**config.mk**
```make
export PLATFORM = sky130hd
export DESIGN_NAME = lmt_channel
export DESIGN_NICKNAME = d
export VERILOG_FILES = /design/src/hdl/lmt_pkg.sv /design/src/hdl/lmt_channel.sv
export SDC_FILE = /design/constraint.sdc
export NUM_CORES = 2
export LEC_CHECK = 0
export BUFFER_PORTS_ARGS = -buffer_cell sky130_fd_sc_hd__buf_2
export CAP_MARGIN = 20
export CORE_UTILIZATION = 50
export DETAILED_ROUTE_END_ITERATION = 8
export GPL_TIMING_DRIVEN = 0
export HOLD_SLACK_MARGIN = 0.08
export PLACE_DENSITY_LB_ADDON = 0.3
export SYNTH_ARGS = -nofsm -noshare
export SYNTH_HDL_FRONTEND = slang
export SYNTH_SLANG_ARGS = --single-unit
```
**constraint.sdc**
```tcl
create_clock -name clock -period 10.2 [get_ports clock]
set_clock_uncertainty 0.15 [all_clocks]
set_input_delay 0.51 -clock clock [delete_from_list [all_inputs] [get_ports clock]]
set_output_delay 0.51 -clock clock [all_outputs]
set_load 0.01 [all_outputs]
```
**src/hdl/lmt_pkg.sv**
```systemverilog
// ----------------------------------------------------------------------------
// lmt_pkg
// Shared types and constants of the lightmap exposure tone-mapping unit.
// ----------------------------------------------------------------------------
package lmt_pkg;

   localparam int NUM_STAGES = 8;
   localparam int CSR_INDEX_W = 3;
   localparam int CSR_DATA_W = 24;

   localparam logic [16:0] LOG2E_Q16 = 17'd94548;
   localparam logic [16:0] ONE_Q16 = 17'h10000;

   localparam logic [CSR_INDEX_W-1:0] CSR_AMBIENT_RED = 3'd0;
   localparam logic [CSR_INDEX_W-1:0] CSR_AMBIENT_GREEN = 3'd1;
   localparam logic [CSR_INDEX_W-1:0] CSR_AMBIENT_BLUE = 3'd2;
   localparam logic [CSR_INDEX_W-1:0] CSR_EXPOSURE_RATE = 3'd3;
   localparam logic [CSR_INDEX_W-1:0] CSR_EXPOSURE_CEILING = 3'd4;
   localparam logic [CSR_INDEX_W-1:0] CSR_EXPOSURE_ENABLE = 3'd5;

   localparam logic [23:0] AMBIENT_RESET = 24'd0;
   localparam logic [15:0] RATE_RESET = 16'd7373;
   localparam logic [15:0] CEILING_RESET = 16'd2048;

   typedef struct packed {
      logic [23:0] red_in;
      logic [23:0] green_in;
      logic [23:0] blue_in;
   } req_type;

   typedef struct packed {
      logic [7:0] red_out;
      logic [7:0] green_out;
      logic [7:0] blue_out;
   } rsp_type;

   // settings shared by all three channels
   typedef struct packed {
      logic [15:0] exposure_rate;
      logic [15:0] exposure_ceiling;
      logic        exposure_enable;
   } expo_cfg_type;

endpackage

```
**src/hdl/lmt_channel.sv**
```systemverilog
// ----------------------------------------------------------------------------
// lmt_channel
// Eight-stage datapath for one color channel: ambient add, exposure curve
// through 2^-x table interpolation (bypassed when exposure is off), clamp and scale to 8 bits.
// ----------------------------------------------------------------------------
module lmt_channel
   import lmt_pkg::*;
#(
   parameter int EXP_TABLE_ENTRIES = 64
) (
   input  logic                  clock,
   input  logic [NUM_STAGES-1:0] stage_load,
   input  logic [23:0]           chan_in,
   input  logic [23:0]           ambient,
   input  expo_cfg_type          cfg,
   output logic [7:0]            chan_out
);

   localparam int IDX_W = $clog2(EXP_TABLE_ENTRIES);
   localparam int PW = 16 + IDX_W;
   localparam logic [PW-1:0] ENTRIES_P = PW'(EXP_TABLE_ENTRIES);

   // shift-subtract quotient, used only while the table is built
   function automatic longint unsigned udiv(input longint unsigned num,
                                            input longint unsigned den);
      longint unsigned quo;
      logic [64:0]     rem;
      begin
         quo = 64'd0;
         rem = 65'd0;
         for (int b = 63; b >= 0; b--) begin
            rem = {rem[63:0], num[b]};
            if (rem >= {1'b0, den}) begin
               rem = rem - {1'b0, den};
               quo[b] = 1'b1;
            end
         end
         udiv = quo;
      end
   endfunction

   // round(2^(-i/E)) in Q1.16, elaboration only
   function automatic logic [16:0] exp_entry(input int idx);
      longint unsigned y;
      longint unsigned term;
      longint unsigned sum;
      longint unsigned q;
      begin
         y = udiv(longint'(idx) * 64'd2977044472, 64'(EXP_TABLE_ENTRIES));
         term = 64'd1 << 32;
         sum = 64'd1 << 32;
         for (int k = 1; k <= 24; k++) begin
            term = udiv((term * y) >> 32, 64'(k));
            sum = sum + term;
         end
         q = udiv((64'd1 << 48) + (sum >> 1), sum);
         if (idx == 0) begin
            exp_entry = ONE_Q16;
         end else begin
            exp_entry = q[16:0];
         end
      end
   endfunction

   // each row holds T[i] and the step down to T[i+1]
   logic [16:0] rom_a [EXP_TABLE_ENTRIES];
   logic [16:0] rom_d [EXP_TABLE_ENTRIES];

   for (genvar gi = 0; gi < EXP_TABLE_ENTRIES; gi++) begin : g_rom
      localparam logic [16:0] TA = exp_entry(gi);
      localparam logic [16:0] TB = exp_entry(gi + 1);
      assign rom_a[gi] = TA;
      assign rom_d[gi] = (TA >= TB) ? 17'(TA - TB) : 17'd0;
   end

   // stage registers
   logic [23:0] c_ff;
   logic [27:0] t_ff;
   logic [16:0] byp1_ff, byp2_ff, byp3_ff, byp4_ff, byp5_ff;
   logic [15:0] f_ff;
   logic        big2_ff, big3_ff, big4_ff;
   logic [4:0]  sh2_ff, sh3_ff, sh4_ff;
   logic [16:0] a_ff, d_ff;
   logic [15:0] r_ff;
   logic [16:0] m_ff;
   logic [16:0] ome_ff;
   logic [16:0] y_ff;
   logic [7:0]  out_ff;

   logic [24:0]    sum_in;
   logic [23:0]    c_in;
   logic [39:0]    prod_t;
   logic [44:0]    prod_u;
   logic [12:0]    n_int;
   logic [PW-1:0]  p_frac;
   logic [IDX_W-1:0] idx;
   logic [32:0]    prod_m;
   logic [16:0]    e_val;
   logic [32:0]    prod_y;
   logic [20:0]    y_exp;
   logic [16:0]    y_in;
   logic [24:0]    scaled;

   always_comb begin
      sum_in = {1'b0, chan_in} + {1'b0, ambient};
      c_in = sum_in[24] ? 24'hFF_FFFF : sum_in[23:0];
      prod_t = 40'(c_ff) * 40'(cfg.exposure_rate);
      prod_u = 45'(t_ff) * 45'(LOG2E_Q16);
      n_int = prod_u[44:32];
      p_frac = PW'(f_ff) * ENTRIES_P;
      idx = p_frac[PW-1:16];
      prod_m = 33'(d_ff) * 33'(r_ff);
      e_val = big4_ff ? 17'd0 : (m_ff >> sh4_ff);
      prod_y = 33'(cfg.exposure_ceiling) * 33'(ome_ff);
      y_exp = prod_y[32:12];
      if (!cfg.exposure_enable) begin
         y_in = byp5_ff;
      end else if (y_exp > 21'(ONE_Q16)) begin
         y_in = ONE_Q16;
      end else begin
         y_in = y_exp[16:0];
      end
      scaled = {y_ff, 8'd0} - 25'(y_ff);
   end

   always_ff @(posedge clock) begin
      if (stage_load[0]) begin
         c_ff <= c_in;
      end
      if (stage_load[1]) begin
         t_ff <= prod_t[39:12];
         byp1_ff <= (c_ff > 24'(ONE_Q16)) ? ONE_Q16 : c_ff[16:0];
      end
      if (stage_load[2]) begin
         f_ff <= prod_u[31:16];
         big2_ff <= (n_int >= 13'd17);
         sh2_ff <= n_int[4:0];
         byp2_ff <= byp1_ff;
      end
      if (stage_load[3]) begin
         a_ff <= rom_a[idx];
         d_ff <= rom_d[idx];
         r_ff <= p_frac[15:0];
         big3_ff <= big2_ff;
         sh3_ff <= sh2_ff;
         byp3_ff <= byp2_ff;
      end
      if (stage_load[4]) begin
         m_ff <= a_ff - prod_m[32:16];
         big4_ff <= big3_ff;
         sh4_ff <= sh3_ff;
         byp4_ff <= byp3_ff;
      end
      if (stage_load[5]) begin
         ome_ff <= ONE_Q16 - e_val;
         byp5_ff <= byp4_ff;
      end
      if (stage_load[6]) begin
         y_ff <= y_in;
      end
      if (stage_load[7]) begin
         out_ff <= scaled[23:16];
      end
   end

   assign chan_out = out_ff;

endmodule

```
## Yosys cells after proc, flatten, opt, wreduce, memory -nomap -nowiden

Memories as Yosys holds them, arrays and structs flattened. A register that Yosys moved wholly into a read port is not among the register bits.
Cells that the tools add are included.

| storage, ports and cells | value |
|---|---|
| memory bits (read-only) | 2176 |
| logic and storage cells | 37 |
| flip-flop bits (word level) | 240 |
| output and inout port bits | 8 |
| input bits | 90 |
| memories | 2 |

Memories:

| memory | words | width | read ports | clocked after memory_dff | wr ports | RTL line | RTL |
|---|---|---|---|---|---|---|---|
| (name not given) | 64 | 17 | 1 | 1 | 0 | lmt_channel.sv:142 | `d_ff <= rom_d[idx];` |
| (name not given) | 64 | 17 | 1 | 1 | 0 | lmt_channel.sv:141 | `a_ff <= rom_a[idx];` |

| cells by class | value |
|---|---|
| $lt $le $gt $ge | 3 |
| shift operators | 1 |
| multipliers | 4 |
| mux-type cells | 3 |
| $add $sub $neg | 4 |
| bitwise gates (word level) | 1 |

Operators with widths:

| cell | number |
|---|---|
| two-way mux 17 bit | 3 |
| multiplier 28 x 15 -> 43 bit (second input constant) | 1 |
| multiplier 24 x 16 -> 40 bit | 1 |
| multiplier 16 x 17 -> 33 bit | 1 |
| multiplier 17 x 10 -> 27 bit | 1 |
| adder 24 x 24 -> 25 bit | 1 |
| greater-than comparator 24 x 17 -> 1 bit (second input constant) | 1 |
| subtractor 24 x 17 -> 24 bit | 1 |
| greater-than comparator 21 x 17 -> 1 bit (second input constant) | 1 |
| >> shifter 17 x 5 -> 17 bit | 1 |
| subtractor 17 bit | 1 |
| subtractor 17 bit (first input constant) | 1 |
| greater-or-equal comparator 13 x 5 -> 1 bit (second input constant) | 1 |
| NOT 6 -> 7 bit | 1 |

## Logic depth before layout (Yosys ltp)

| logic depth | value |
|---|---|
| word-level depth | 4 |
| mapped depth | 30 |
| mapped depth without buffers | 30 |

## Worst setup path after synthesis

No wires, ideal clock.

| timing | value |
|---|---|
| path type | in2reg |
| start | in cfg[9] (netlist name) |
| end | reg y_ff[7], data pin |
| data required time | 9.793 ns |
| stages | 24 |
| arrival | 6.946 ns |
| buffers on the path | 3 |
| path slack | 2.847 ns |
| path through | clkbuf_1 clkbuf_1 nand2_1 fa_1 inv_1 fa_1 fa_1 fa_1 fa_1 inv_1 fa_1 inv_1 ha_1 a21oi_1 o2111ai_1 a221oi_1 nor2_1 a2111oi_2 a22oi_1 o2111a_1 a31o_1 and3_1 buf_2 a32o_1 |

| between the ends | value |
|---|---|
| word-level cells in the longest chain between the ends | 4 |

Ends and longest elaborated chain:

| item | RTL line | RTL |
|---|---|---|
| start, declared | lmt_channel.sv:15 | `input expo_cfg_type cfg,` |
| multiplier 16 x 17 -> 33 bit * | lmt_channel.sv:114 | `prod_y = 33'(cfg.exposure_ceiling) * 33'(ome_ff);` |
| greater-than comparator 21 x 17 -> 1 bit | lmt_channel.sv:118 | `end else if (y_exp > 21'(ONE_Q16)) begin` |
| two-way mux 17 bit * | lmt_channel.sv:118 |  |
| two-way mux 17 bit * | lmt_channel.sv:116 | `if (!cfg.exposure_enable) begin` |
| net y_in[7] | lmt_channel.sv:101 | `logic [16:0] y_in;` |
| end signal, assigned | lmt_channel.sv:159 | `y_ff <= y_in;` |
| end, declared | lmt_channel.sv:87 | `logic [16:0] y_ff;` |

Mark *: on every way through the listed nets, which the timed path passes. The rest lies on a longest branch.
A chain may end at the register's enable or synchronous reset.

## Worst setup path after layout

| timing | value |
|---|---|
| start | reg ome_ff[11] |
| end | reg y_ff[14], data pin |

| between the ends | value |
|---|---|
| word-level cells in the longest chain between the ends | 4 |

Ends and longest elaborated chain:

| item | RTL line | RTL |
|---|---|---|
| start, declared | lmt_channel.sv:86 | `logic [16:0] ome_ff;` |
| start signal, assigned | lmt_channel.sv:155 | `ome_ff <= ONE_Q16 - e_val;` |
| multiplier 16 x 17 -> 33 bit * | lmt_channel.sv:114 |  |
| greater-than comparator 21 x 17 -> 1 bit | lmt_channel.sv:118 |  |
| two-way mux 17 bit * | lmt_channel.sv:118 |  |
| two-way mux 17 bit * | lmt_channel.sv:116 |  |
| net y_in[14] | lmt_channel.sv:101 |  |

Marks and branches as above.

==> impl_metrics.yaml <==
global_route:
  grtUsageTotal_pct: 24.4
  grt_pass1_vias: 32900
  grt_max_degree: 46
  globalRouteOverflowTotal: 0
  antenna_found_initial: 1
  grt_pass1_wl_um: 174000
sta:
  relSlewSlack_pct: 36.2
  fin_hold_ws_ns: 0.121
  max_freq_ghz: 0.120
  min_period_ns: 8.35
  setup_slack_ns: 1.85
  fin_crit_sh_pct: 81.9
  report.final.slew_viol_count: 0
  rsz0062_at_grt: "false"
  finalSetupTns_ns: 0
  finalHoldViolCount: 0
  setup_violations: 0
  worst_slew_pin_slew_ns: 0.958
logic_synthesis:
  yosysMostFrequentCell: "inv_1"
  synth_top_family_by_area: "adder cells"
  synth_top_area_cell: "fa_1"
  synth_compound_gate_area_share_pct: 8.09
  async_flop_share_pct: 0
  synthAdderAreaFrac_pct: 47.4
  synth.top_cell.area_share_pct: 32.5
  yosys-top-cells-count: "inv_1, fa_1, nand2_1"
  ys_seq_area_share_pct: 18.2
  synthCells: 4504
  syn_nets: 5833
  synthDistinctLibCells: 89
  synth-simple-area-share_pct: 13.6
  netlist_area_mm2: 0.0441
  ys.flop_type: "edfxtp_1"
  synthXorXnorAreaFrac_pct: 2.33
  avgSynthCellArea_um2: 9.79
  ys_seq_elements: 267
  synth_area_leaders: "fa_1, edfxtp_1, ha_1"
  synth_edf_count: 267
  yosysWarnings: 0
  synth.area.mux_share_pct: 1.54
place:
  routabilityCongestion: 0.981
  dp_slack_ns: 1.60
  dp.cells: 5754
  place.port_buffers: 94
  place.detailed.hpwl_um: 88000
worst_setup_path:
  crit_required_ns: 10.47
  reg2reg_from: "ome_ff[11]"
  reg2reg_slack_ns: 1.85
  cp-end-kind: "flip-flop"
  crit_type: "flip-flop to flip-flop"
  worstSetupStartpointType: "flip-flop"
  r2r-end: "y_ff[14]"
  arrival_ns: 8.62
  startpoint: "ome_ff[11]"
  cp_max_fo: 10
  r2r_cells: 22
  crit_path_end: "y_ff[14]"
detailed_routing:
  antenna_left: 0
  via_per_inst: 5.50
  routedWlPerCell_um: 18.2
  first_pass_iters: 8
  drcViolationCount: 0
  vias: 32000
  drt_wl_total_um: 106000
  first_iter_violations: 2123
floorplan:
  rows: 108
  ios: 98
  start_util_pct: 50.6
  die_x_um: 299
  fp.dieH_um: 299
  core_mm2: 0.0870
  die_area_mm2: 0.0893
outcome:
  outcome: "finished clean"
clock_network:
  cts_resized: 0
  cts_max_level: 1
  clk_latency_ns: 0.61
  cts_tree: "built"
  cts-root-buf: "clkbuf_16"
  path_clk_slew_ns: 0.07
  post_cts_buffers: 0
  cts_buffers: 31
  cts_buffer_depth: 3
  clock-sinks: 267
layout:
  nets: 5964
  drive_gt1_share_pct: 4.10
  stdcell_count: 5815
  areaGrowthSynthToFinish_pct: 6.92
min_path:
  hold_class: "input pin to flip-flop"
run:
  drv_cap: 0
-- layer usage --
metal	up-vias	part of all wire, %	track usage, %
met2	1141	47	39.6
met1	15900	42	33.3
li1	14700	-	-
met4	0	3.3	7.65
met3	209	7.9	4.34
met5	-	0	0
-- worst min-delay path by stage --
stage | start | endpoint | slack, ns | cells after the start
global placement | byp3_ff[13] | byp4_ff[13] | 0.25 | 0
CTS | ambient[0] | c_ff[0] | 0.11 | 3
finish | stage_load[1] | t_ff[26] | 0.12 | 1
detailed placement | byp1_ff[5] | byp2_ff[5] | 0.25 | 0
global route | stage_load[1] | t_ff[27] | 0.10 | 1
floorplan | big2_ff | big3_ff | 0.25 | 0
-- per-stage QoR --
| stage | util (%) | area [um2] |
|---|---|---|
| after floorplan | - | 44100 |
| after detailed placement | 52.9 | 46000 |
| after global placement | 52.8 | 46000 |
| after CTS | 54.1 | 47100 |
| after global routing | 54.1 | 47100 |
| final | 54.1 | 47100 |
-- state kept, by name (all words and copies together) (netlist names), 17 cells and up --
name     flops
y_ff        17
byp4_ff     17
t_ff        28
ome_ff      17
a_ff        17
m_ff        17
byp5_ff     17
byp3_ff     17
byp2_ff     17
c_ff        24
byp1_ff     17
-- worst max-delay path: stages (launching register included) --
cell	delay [ns]
edfxtp_1	0.51
clkbuf_1	0.62
nand2_1	0.15
fa_1	0.53
fa_1	0.45
fa_1	0.51
inv_1	0.05
fa_1	0.49
fa_1	0.57
inv_1	0.07
fa_1	0.55
inv_1	0.05
ha_1	0.34
nand4_1	0.13
o21bai_1	0.11
a211oi_2	0.62
o211a_2	0.39
nor4b_2	0.38
o31a_1	0.26
o21ai_0	0.13
a211oi_2	0.42
nand3_1	0.37
o2bb2ai_1	0.31
-- what timing repair did --
item	CTS	global route
setup endpoints to repair	0	0
hold buffers	2	0
endpoints found under the hold margin	9	0
-- cell usage in the layout, fill, tap and decap left out, types with 19 or more instances in the layout --
cell	n
and2_1	296
nand2b_1	20
clkbuf_1	175
inv_1	862
a31oi_1	23
nor2_1	129
ha_1	523
clkbuf_16	31
edfxtp_1	267
fa_1	716
nand2_1	608
xnor2_1	68
nor2b_1	21
a21o_1	36
nor3_1	42
mux2i_1	25
xor2_1	49
a21oi_1	131
a211oi_1	23
nand3_1	35
buf_2	98
o21ai_0	120
and3_1	19
o21a_1	29
-- final cells by class --
class                   instances  area [um2]
flip-flops and latches        267        8020
clock buffers                  37         798
clock inverters                20         264
repair buffers                 98         538
plain buffers                 181         692
well taps                    1155        1450
multi-input cells            3192       32100
inverters                     864        3240
fillers                      7856       39900
diodes                          1        2.50
-- logic make-up (layout without fill, tap and decap cells) --
group	after synthesis	after routing
AO/OA/AOI/OAI	540	540
XOR/XNOR	117	117
adder cells (fa/ha/maj)	1239	1239
buffers and inverters	1045	1200
flip-flops	267	267
multiplexers	45	45
other	0	1
AND/OR/NAND/NOR	1251	1251
Power is left out: the tool's default activity adds up to more than one toggle a clock period on the data nets, which glitch-free logic cannot reach.
